$ cat config.mk
export PLATFORM = sky130hd
export DESIGN_NAME = gain_scheduled_pi_line_steer_unit
export DESIGN_NICKNAME = d
export VERILOG_FILES = /design/src/rtl/gspls_pkg.sv /design/src/rtl/gain_scheduled_pi_line_steer_unit.sv
export SDC_FILE = /design/constraint.sdc
export NUM_CORES = 2
export LEC_CHECK = 0
export ABC_CLOCK_PERIOD_IN_PS = 7590
export CAP_MARGIN = 10
export CELL_PAD_IN_SITES_DETAIL_PLACEMENT = 1
export CELL_PAD_IN_SITES_GLOBAL_PLACEMENT = 2
export CORE_UTILIZATION = 39
export CTS_CLUSTER_SIZE = 24
export DETAILED_ROUTE_END_ITERATION = 16
export DONT_BUFFER_PORTS = 1
export PLACE_DENSITY_LB_ADDON = 0.2
export RECOVER_POWER = 50
export REMOVE_ABC_BUFFERS = 1
export SYNTH_ARGS = -nofsm -noshare
export SYNTH_HDL_FRONTEND = slang
export SYNTH_SLANG_ARGS = --single-unit
$ cat constraint.sdc
create_clock -name i_clk -period 7.59 [get_ports i_clk]
set_input_delay 0.759 -clock i_clk [delete_from_list [all_inputs] [get_ports i_clk]]
set_output_delay 0.759 -clock i_clk [all_outputs]
set_load 0.02 [all_outputs]
$ cat src/rtl/gspls_pkg.sv
`timescale 1ns / 1ps

package gspls_pkg;

    localparam int SENSOR_COUNT_DEF = 8;

    localparam int POS_W   = 13;
    localparam int ERR_W   = 14;
    localparam int OERR_W  = 13;
    localparam int GAIN_W  = 24;
    localparam int SPEED_W = 8;
    localparam int SUM_W   = 15;
    localparam int FRAC_BITS = 24;
    localparam int Q_W     = 41;
    localparam int S_W     = Q_W - FRAC_BITS;
    localparam int CFG_IDX_W  = 4;
    localparam int CFG_DATA_W = 24;

    localparam int ZONE_STRAIGHT = 500;
    localparam int ZONE_CURVE    = 1500;
    localparam int SUM_LIMIT     = 10000;
    localparam int REVERSE_BOOST = 28;
    localparam int DUTY_MAX      = 255;

    localparam logic [GAIN_W-1:0]  RST_GAIN_STRAIGHT  = 24'd31877;
    localparam logic [GAIN_W-1:0]  RST_GAIN_CURVE     = 24'd318767;
    localparam logic [GAIN_W-1:0]  RST_GAIN_SHARP     = 24'd402653;
    localparam logic [GAIN_W-1:0]  RST_GAIN_INTEGRAL  = 24'd201;
    localparam logic [SPEED_W-1:0] RST_SPEED_STRAIGHT = 8'd85;
    localparam logic [SPEED_W-1:0] RST_SPEED_CURVE    = 8'd75;
    localparam logic [SPEED_W-1:0] RST_SPEED_SHARP    = 8'd65;
    localparam logic [SPEED_W-1:0] RST_SPEED_LIMIT    = 8'd95;

    localparam logic [CFG_IDX_W-1:0] REG_GAIN_STRAIGHT  = 4'd0;
    localparam logic [CFG_IDX_W-1:0] REG_GAIN_CURVE     = 4'd1;
    localparam logic [CFG_IDX_W-1:0] REG_GAIN_SHARP     = 4'd2;
    localparam logic [CFG_IDX_W-1:0] REG_GAIN_INTEGRAL  = 4'd3;
    localparam logic [CFG_IDX_W-1:0] REG_SPEED_STRAIGHT = 4'd4;
    localparam logic [CFG_IDX_W-1:0] REG_SPEED_CURVE    = 4'd5;
    localparam logic [CFG_IDX_W-1:0] REG_SPEED_SHARP    = 4'd6;
    localparam logic [CFG_IDX_W-1:0] REG_SPEED_LIMIT    = 4'd7;

    localparam logic [1:0] MODE_STOP = 2'd0;
    localparam logic [1:0] MODE_FWD  = 2'd1;
    localparam logic [1:0] MODE_REV  = 2'd2;

    typedef struct packed {
        logic [1:0]         mode;
        logic [SPEED_W-1:0] duty;
    } t_wheel;

endpackage

$ cat src/rtl/gain_scheduled_pi_line_steer_unit.sv
// Gain-scheduled PI line steering for a two-wheel drive.
//
// Input channel: i_valid / o_stall with i_line_position. An item is taken at
// a clock edge with i_valid high and o_stall low. Output channel: o_valid /
// i_stall with wheel modes, duties and the signed line error.
// Config channel: i_cfg_valid / o_cfg_ready (always ready), i_cfg_index
// selects one of eight registers, i_cfg_data carries the value (8-bit
// registers keep the low byte). Write only while no item is in flight.
//
// Pipeline: input register, error/zone/integral, two products, wheel sums,
// truncate/clamp/split into the output register. One item per cycle is
// sustained while the receiver does not stall; the integral accumulate is
// a single add and clamp, so consecutive items never wait.
// When the receiver stalls, the stages fill up behind the held output and
// o_stall rises only once every stage holds an item.
// Reset clears all valids, the error integral and loads the default gains
// and speeds.
`timescale 1ns / 1ps

module gain_scheduled_pi_line_steer_unit #(
    parameter int SENSOR_COUNT = gspls_pkg::SENSOR_COUNT_DEF
) (
    input  logic                               i_clk,
    input  logic                               i_rst_n,
    input  logic                               i_valid,
    output logic                               o_stall,
    input  logic [gspls_pkg::POS_W-1:0]        i_line_position,
    output logic                               o_valid,
    input  logic                               i_stall,
    output logic [1:0]                         o_left_mode,
    output logic [gspls_pkg::SPEED_W-1:0]      o_left_duty,
    output logic [1:0]                         o_right_mode,
    output logic [gspls_pkg::SPEED_W-1:0]      o_right_duty,
    output logic signed [gspls_pkg::OERR_W-1:0] o_line_error,
    input  logic                               i_cfg_valid,
    output logic                               o_cfg_ready,
    input  logic [gspls_pkg::CFG_IDX_W-1:0]    i_cfg_index,
    input  logic [gspls_pkg::CFG_DATA_W-1:0]   i_cfg_data
);
    import gspls_pkg::*;

    localparam int Center = (SENSOR_COUNT - 1) * 500;
    localparam int PosMax = (SENSOR_COUNT - 1) * 1000;

    function automatic t_wheel f_wheel(input logic signed [Q_W-1:0] q,
                                       input logic [SPEED_W-1:0] lim);
        logic signed [S_W-1:0] s;
        logic signed [S_W-1:0] l;
        logic [9:0]            m;
        t_wheel                w;
        s = q[Q_W-1:FRAC_BITS];
        if (q[Q_W-1] && (|q[FRAC_BITS-1:0])) begin
            s = s + S_W'(1);
        end
        l = signed'(S_W'({1'b0, lim}));
        if (s > l) begin
            s = l;
        end
        if (s < -l) begin
            s = -l;
        end
        m = 10'(-s) + 10'(REVERSE_BOOST);
        if (s > 0) begin
            w.mode = MODE_FWD;
            w.duty = s[SPEED_W-1:0];
        end else if (s < 0) begin
            w.mode = MODE_REV;
            w.duty = (m > 10'(DUTY_MAX)) ? SPEED_W'(DUTY_MAX) : m[SPEED_W-1:0];
        end else begin
            w.mode = MODE_STOP;
            w.duty = '0;
        end
        return w;
    endfunction

    logic [GAIN_W-1:0]  r_gain_straight, r_gain_curve, r_gain_sharp, r_gain_integral;
    logic [SPEED_W-1:0] r_speed_straight, r_speed_curve, r_speed_sharp, r_speed_limit;
    logic signed [SUM_W-1:0] r_error_sum;

    logic                    r_s1_valid;
    logic [POS_W-1:0]        r_s1_pos;
    logic                    r_s2_valid;
    logic signed [ERR_W-1:0] r_s2_err;
    logic [GAIN_W-1:0]       r_s2_kp;
    logic [SPEED_W-1:0]      r_s2_base;
    logic signed [SUM_W-1:0] r_s2_sum;
    logic                    r_s3_valid;
    logic signed [Q_W-1:0]   r_s3_prod_p, r_s3_prod_i;
    logic [SPEED_W-1:0]      r_s3_base;
    logic signed [ERR_W-1:0] r_s3_err;
    logic                    r_s4_valid;
    logic signed [Q_W-1:0]   r_s4_q_left, r_s4_q_right;
    logic signed [ERR_W-1:0] r_s4_err;
    logic                    r_out_valid;
    t_wheel                  r_left, r_right;
    logic signed [OERR_W-1:0] r_out_err;

    logic w_out_rdy, w_rdy4, w_rdy3, w_rdy2, w_rdy1;

    logic [POS_W-1:0]        w_pos_sat;
    logic signed [ERR_W-1:0] w_err, w_mag;
    logic [GAIN_W-1:0]       w_kp;
    logic [SPEED_W-1:0]      w_base;
    logic signed [SUM_W:0]   w_sum_raw;
    logic signed [SUM_W-1:0] n_error_sum;
    logic signed [Q_W-1:0]   w_base_q;

    assign w_out_rdy = !r_out_valid || !i_stall;
    assign w_rdy4    = !r_s4_valid || w_out_rdy;
    assign w_rdy3    = !r_s3_valid || w_rdy4;
    assign w_rdy2    = !r_s2_valid || w_rdy3;
    assign w_rdy1    = !r_s1_valid || w_rdy2;
    assign o_stall   = !w_rdy1;
    assign o_cfg_ready = 1'b1;

    always_ff @(posedge i_clk) begin
        if (!i_rst_n) begin
            r_gain_straight  <= RST_GAIN_STRAIGHT;
            r_gain_curve     <= RST_GAIN_CURVE;
            r_gain_sharp     <= RST_GAIN_SHARP;
            r_gain_integral  <= RST_GAIN_INTEGRAL;
            r_speed_straight <= RST_SPEED_STRAIGHT;
            r_speed_curve    <= RST_SPEED_CURVE;
            r_speed_sharp    <= RST_SPEED_SHARP;
            r_speed_limit    <= RST_SPEED_LIMIT;
        end else if (i_cfg_valid) begin
            unique case (i_cfg_index)
                REG_GAIN_STRAIGHT:  r_gain_straight  <= i_cfg_data;
                REG_GAIN_CURVE:     r_gain_curve     <= i_cfg_data;
                REG_GAIN_SHARP:     r_gain_sharp     <= i_cfg_data;
                REG_GAIN_INTEGRAL:  r_gain_integral  <= i_cfg_data;
                REG_SPEED_STRAIGHT: r_speed_straight <= i_cfg_data[SPEED_W-1:0];
                REG_SPEED_CURVE:    r_speed_curve    <= i_cfg_data[SPEED_W-1:0];
                REG_SPEED_SHARP:    r_speed_sharp    <= i_cfg_data[SPEED_W-1:0];
                REG_SPEED_LIMIT:    r_speed_limit    <= i_cfg_data[SPEED_W-1:0];
                default: begin
                end
            endcase
        end
    end

    // error, zone and integral
    always_comb begin
        w_pos_sat = (32'(r_s1_pos) > PosMax) ? POS_W'(PosMax) : r_s1_pos;
        w_err = signed'(ERR_W'({1'b0, w_pos_sat})) - ERR_W'(Center);
        w_mag = (w_err < 0) ? -w_err : w_err;
        if (w_mag < ERR_W'(ZONE_STRAIGHT)) begin
            w_kp   = r_gain_straight;
            w_base = r_speed_straight;
        end else if (w_mag < ERR_W'(ZONE_CURVE)) begin
            w_kp   = r_gain_curve;
            w_base = r_speed_curve;
        end else begin
            w_kp   = r_gain_sharp;
            w_base = r_speed_sharp;
        end
        w_sum_raw = (SUM_W+1)'(r_error_sum) + (SUM_W+1)'(w_err);
        if (w_sum_raw > (SUM_W+1)'(SUM_LIMIT)) begin
            n_error_sum = SUM_W'(SUM_LIMIT);
        end else if (w_sum_raw < -(SUM_W+1)'(SUM_LIMIT)) begin
            n_error_sum = -SUM_W'(SUM_LIMIT);
        end else begin
            n_error_sum = w_sum_raw[SUM_W-1:0];
        end
    end

    assign w_base_q = signed'(Q_W'({1'b0, r_s3_base, {FRAC_BITS{1'b0}}}));

    always_ff @(posedge i_clk) begin
        if (!i_rst_n) begin
            r_error_sum <= '0;
            r_s1_valid  <= 1'b0;
            r_s2_valid  <= 1'b0;
            r_s3_valid  <= 1'b0;
            r_s4_valid  <= 1'b0;
            r_out_valid <= 1'b0;
        end else begin
            if (w_rdy1) begin
                r_s1_valid <= i_valid;
            end
            if (w_rdy2) begin
                r_s2_valid <= r_s1_valid;
                if (r_s1_valid) begin
                    r_error_sum <= n_error_sum;
                end
            end
            if (w_rdy3) begin
                r_s3_valid <= r_s2_valid;
            end
            if (w_rdy4) begin
                r_s4_valid <= r_s3_valid;
            end
            if (w_out_rdy) begin
                r_out_valid <= r_s4_valid;
            end
        end
    end

    always_ff @(posedge i_clk) begin
        if (w_rdy1 && i_valid) begin
            r_s1_pos <= i_line_position;
        end
        if (w_rdy2 && r_s1_valid) begin
            r_s2_err  <= w_err;
            r_s2_kp   <= w_kp;
            r_s2_base <= w_base;
            r_s2_sum  <= n_error_sum;
        end
        if (w_rdy3 && r_s2_valid) begin
            r_s3_prod_p <= Q_W'(signed'({1'b0, r_s2_kp})) * Q_W'(r_s2_err);
            r_s3_prod_i <= Q_W'(signed'({1'b0, r_gain_integral})) * Q_W'(r_s2_sum);
            r_s3_base   <= r_s2_base;
            r_s3_err    <= r_s2_err;
        end
        if (w_rdy4 && r_s3_valid) begin
            r_s4_q_left  <= w_base_q - r_s3_prod_p - r_s3_prod_i;
            r_s4_q_right <= w_base_q + r_s3_prod_p + r_s3_prod_i;
            r_s4_err     <= r_s3_err;
        end
        if (w_out_rdy && r_s4_valid) begin
            r_left    <= f_wheel(r_s4_q_left, r_speed_limit);
            r_right   <= f_wheel(r_s4_q_right, r_speed_limit);
            r_out_err <= r_s4_err[OERR_W-1:0];
        end
    end

    assign o_valid      = r_out_valid;
    assign o_left_mode  = r_left.mode;
    assign o_left_duty  = r_left.duty;
    assign o_right_mode = r_right.mode;
    assign o_right_duty = r_right.duty;
    assign o_line_error = r_out_err;

endmodule
==> After elaboration in Yosys (flattened, before gate mapping) <==
Cells that the tools add are included.
{ "classes": {"order_cmp": 16, "n_eq_ne": 7, "bitwise": 0, "n_mux": 26, "shift": 0, "n_addsub": 14, "multipliers": 2, "n_div": 0, "reduce_logical": 31} }
{ "op_table": {"columns": ["cell", "n"], "rows": [
  ["$mux W17", 12],
  ["$mux W24", 2],
  ["$mux W8", 6],
  ["$reduce_or A24 Y1", 2],
  ["$add A33 B41 Y41", 1],
  ["$add A41 B41 Y41", 1],
  ["$sub A33 B41 Y41", 1],
  ["$sub A41 B41 Y41", 1],
  ["$mul A25 B15 Y40", 1],
  ["$mul A25 B14 Y39", 1],
  ["$add A17 B2 Y17 const B", 2],
  ["$gt A17 B1 Y1 const B", 2],
  ["$gt A17 B9 Y1", 2],
  ["$lt A17 B1 Y1 const B", 2],
  ["$lt A17 B17 Y1", 2],
  ["$mux W15", 2],
  ["$add A10 B6 Y10 const B", 2],
  ["$gt A10 B8 Y1 const B", 2],
  ["$mux W10", 2],
  ["$neg A10 Y10", 2],
  ["$reduce_and A2 Y1", 9],
  ["$neg A8 Y17", 1],
  ["$add A15 B14 Y16", 1],
  ["$eq A4 B3 Y1 const B", 4],
  ["other kinds (16)", 33]
]} }
{ "totals": {"reg_bits": 453, "n_memories": 0, "latchBits": 0, "elab_cells": 127, "rom_bits": 0, "ram_bits": 0} }

==> Longest topological paths before layout <==
{ "logic_depth": {"word_depth": 16, "mapped_depth": 36, "depth_no_buf": 32} }

==> Worst setup path before layout <==
Ideal clock, no wire load.
{ "synth_timing": {"kind": "reg-to-reg", "from": "register r_s4_q_left[0] (netlist name)", "to": "register r_right, in the netlist o_right_duty[1] (data pin)", "t_arrival_ps": 6826, "n_path_buf": 5, "synth_period_minus_slack_ps": 7098, "stages_incl_launch_ff": 36, "setup_slack_ps": 492, "cell_sequence": "edfxtp_1 > nor4_2 > nand4_2 > o2111ai_1 > nor2_1 > xor2_1 > ha_1 > nand4_1 > nor2_1 > a21oi_1 > o41ai_1 > and3_1 > a21oi_1 > clkbuf_1 > buf_1 > nor2_1 > a21oi_1 > ha_1 > a211oi_1 > o21bai_1 > a21o_1 > a21oi_1 > nor3_1 > nand4b_1 > or2_0 > buf_2 > xnor2_2 > buf_4 > buf_2 > mux2i_1 > ha_1 > nor3_1 > a31oi_1 > nand2_1 > o211ai_4 > o211ai_1"} }
{ "synth_rtl": {"columns": ["element", "line_no", "rtl"], "rows": [
  ["end signal, assigned", "gain_scheduled_pi_line_steer_unit.sv:222", "r_right <= f_wheel(r_s4_q_right, r_speed_limit);"],
  ["end, declared", "gain_scheduled_pi_line_steer_unit.sv:95", "t_wheel r_left, r_right;"]
]} }

==> Worst setup path in the final report <==
{ "layout_timing": {"from": "register r_s2_sum[2]", "to": "register r_s3_prod_i[38] (data pin)"} }
{ "layout_via": {"elab_chain_len": 1} }
{ "layout_rtl": {"columns": ["element", "line_no", "rtl"], "rows": [
  ["start, declared", "gain_scheduled_pi_line_steer_unit.sv:86", "logic signed [SUM_W-1:0] r_s2_sum;"],
  ["start signal, assigned", "gain_scheduled_pi_line_steer_unit.sv:207", "r_s2_sum <= n_error_sum;"],
  ["$mul A25 B15 Y40", "gain_scheduled_pi_line_steer_unit.sv:211", "r_s3_prod_i <= Q_W'(signed'({1'b0, r_gain_integral})) * Q_W'(r_s2_sum);"],
  ["end signal, assigned", "gain_scheduled_pi_line_steer_unit.sv:211", null],
  ["end, declared", "gain_scheduled_pi_line_steer_unit.sv:88", "logic signed [Q_W-1:0] r_s3_prod_p, r_s3_prod_i;"]
]} }
No other way between the ends.
A chain may end at the register's enable or synchronous reset.

==> flow_summary.yaml <==
routing:
  viasPerCell: 5.20
  drt_iter0_markers: 1787
  dr.pass1.iters: 5
  antenna_left: 0
  wl_per_cell_um: 21.3
  wirelength_mm: 143
  drc: 0
  via_count: 35000
cells_and_area:
  final_nets: 6144
  fin_area_sq_um: 52400
  fillers: 13800
  final_common_cell: "nand2_1"
  multi_input_area_sq_um: 32300
  utilization_pct: 43.5
  area.sequential_sq_um: 12000
  area_growth_pct: 10.1
  layout_common_cells: "nand2_1, inv_1, fa_1"
  drive_gt1_share_pct: 6.56
clock_tree:
  cts_sinks: 449
  cts_buffer_depth: 3
  cts_buffers: 54
  cts_root_buf: "clkbuf_16"
  clock_latency_ns: 0.67
  path_clk_slew_ns: 0.06
  postCtsHoldBufs: 0
  cts_tree: "yes"
  htreeDepth: 2
global_routing:
  antenna_found_initial: 6
  grt_use_total_pct: 23.7
  grt_pass1_vias: 37800
  grt_max_degree: 150
  overflow: 0
  grt_pass1_wl_mm: 224
worst_setup_path:
  start_kind: "flip-flop"
  cp_common_cell: "fa_1"
  critical_path_buf_inv_count: 4
  max_stage_delay_ns: 0.63
  cp-end-kind: "flip-flop"
  cp_top_family: "adder cells"
  cpMaxStageDelayCell: "edfxtp_1"
  critical_path_class: "reg2reg"
  arrival_ns: 7.61
  cp_max_fo: 14
  crit_required_ns: 8.00
  crit_path_cell_trace: "buf_4 -> nand2_1 -> fa_1 -> inv_1 -> fa_1 -> inv_1 -> fa_1 -> fa_1 -> fa_1 -> inv_1 -> fa_1 -> ha_1 -> a21o_1 -> a21oi_1 -> o21ai_0 -> a21o_1 -> a21oi_1 -> a311o_1 -> o21ai_1 -> a41oi_1 -> o211ai_1 -> a21oi_1 -> xnor2_1"
synthesis:
  avgSynthCellArea_sq_um: 9.49
  synthFlopType: "edfxtp_1"
  synth_cell_types: 91
  ys_ff_latch: 449
  syn_inst: 5013
  synth_edf_count: 301
  synth_warnings: 0
  yosysSeqAreaShare_pct: 25.2
  synth_area_sq_um: 47600
  async_flop_share_pct: 0
floorplan:
  dieArea_sq_um: 123000
  core_area_sq_um: 120000
  fp-row-count: 127
  initial_core_util_pct: 39.5
  io_pins: 82
  chipWidth_um: 351
  die_y_um: 351
sta:
  fmax_mhz: 139
  setup-violations-final: 0
  tightest_slew_ns: 3.19
  fin_crit_sh_pct: 94.9
  final_max_slew_viol_count: 229
  timing.final.ws_setup_ns: 0.390
  layout_min_cycle_time_ns: 7.20
  finClkSkew_ns: 0.0453
  hold_viol: 0
  slew_headroom_pct: -112
worst_hold_path:
  hp-class: "in2reg"
pwr:
  vdd_drop_max_mv: 0.453
  power.density_nw_per_um2: 387
  p_leak_nw: 23.4
outcome:
  outcome: "finished with violations"
  violations: "max-capacitance violations, max-slew violations"
placed_design:
  io_buffer_count: 0
  dp_worst_setup_slack_ns: 0.134
  place_area_sq_um: 50200
  place_hpwl_mm: 116
  place_congestion: 0.857
run:
  max_cap_viol_count: 8
-- stage by stage --
stage / cells / hold WS [ns] / power, mW / setup TNS, ns
final: 6722 / 0.206 / 20.2 / 0
after global routing: 6718 / 0.174 / 22.2 / -0.192
after CTS: 6695 / 0.155 / 20.6 / 0
after detailed placement: 6593 / 0.406 / 17.7 / 0
after global placement: 6593 / 0.401 / 17.5 / 0
after floorplan: 4810 / 0.400 / 13.6 / -0.143
-- cell usage after synthesis, types with 8 or more instances --
cell type	count	area share (%)
a211oi_1	18	0.28
a21boi_0	75	1.2
a21o_1	72	1.1
a21oi_1	223	2.3
a221oi_1	8	0.15
a31oi_1	28	0.37
a41oi_1	8	0.15
and2_1	248	3.3
and3_1	18	0.24
and4_1	8	0.15
buf_2	12	0.13
clkbuf_1	181	1.4
dfxtp_1	148	6.2
edfxtp_1	301	19
fa_1	566	24
ha_1	472	12
inv_1	690	5.4
mux2i_1	73	1.5
nand2_1	767	6.1
nand2b_1	64	0.84
nand3_1	104	1.1
nand4_1	38	0.50
nor2_1	220	1.7
nor2b_1	40	0.53
nor3_1	49	0.52
nor4_1	17	0.22
o2111ai_1	10	0.18
o211ai_1	14	0.22
o21a_1	31	0.49
o21ai_0	108	1.1
o21bai_1	30	0.47
o31ai_1	19	0.30
or3_1	8	0.11
xnor2_1	139	2.6
xor2_1	66	1.2
-- cells by family (layout without fill, tap and decap cells) --
kind of cell,after synthesis,in the layout,share of synthesized area [%]
xor+xnor,206,206,3.81
simple gates,1619,1619,15.9
other cells,1,5,0.00788
buf+inv,895,988,7.12
fa+ha+maj,1039,1039,36.2
compound gates,724,724,9.98
mux,80,80,1.70
flops,449,449,25.2
-- final timing paths --
check / startpoint / endpoint / slack (ns) / cells past startpoint
max: r_s2_sum[2] / r_s3_prod_i[38] / 0.39 / 23
min: i_line_position[0] / r_s1_pos[0] / 0.21 / 0
max reg2reg: r_s2_sum[2] / r_s3_prod_i[38] / 0.39 / 23
min reg2reg: r_s3_err[1] / r_s4_err[1] / 0.42 / 0
-- repair_timing --
action,4_1_cts,5_1_grt
gates resized for setup,0,22
setup endpoints to repair,0,23
buffers inserted,0,23
-- state kept, by name, summed over array words and instances (netlist names), 14 cells and up --
register and flops:
r_s3_prod_p 39, r_gain_sharp 24, r_s2_kp 24, r_gain_straight 24
r_gain_curve 24, r_s2_err 14, r_s4_q_right 40, r_s2_sum 15
r_error_sum 15, r_gain_integral 24, r_s3_prod_i 40, r_s4_q_left 41
-- layer usage --
| layer | wire (um) | part of all wire, % | GRT usage, % | vias to the layer above |
|---|---|---|---|---|
| li1 | - | - | - | 16500 |
| met1 | 66700 | 47 | 32.4 | 17900 |
| met2 | 68800 | 48 | 40.7 | 485 |
| met3 | 5270 | 3.7 | 2.43 | 113 |
| met4 | 2250 | 1.6 | 4.23 | 0 |
| met5 | 0 | 0 | 0 | - |
-- area by class of cell --
class | instances | area share (%)
multi-input combinational | 3669 | 61.7
sequential | 449 | 22.9
inverter | 692 | 4.96
tap | 1612 | 3.85
clock buffer | 72 | 2.99
timing repair buffer | 194 | 2.86
clock inverter | 30 | 0.674
antenna | 4 | 0.0191
-- worst register-to-register path, delay by kind of cell (launching register included) --
| kind | cells | cell delay, ns |
|---|---|---|
| flip-flops | 1 | 0.63 |
| AO/OA/AOI/OAI | 10 | 2.17 |
| XOR/XNOR | 1 | 0.10 |
| buffers and inverters | 4 | 0.61 |
| adder cells (fa/ha/maj) | 7 | 3.36 |
| AND/OR/NAND/NOR | 1 | 0.10 |
-- report_power, final --
part | switching [mW] | internal (mW)
Clock | 1.16 | 1.63
Sequential | 0.300 | 3.62
Combinational | 7.85 | 5.69
Total | 9.30 | 10.9
No activity file was read; power rests on OpenSTA's default activity.
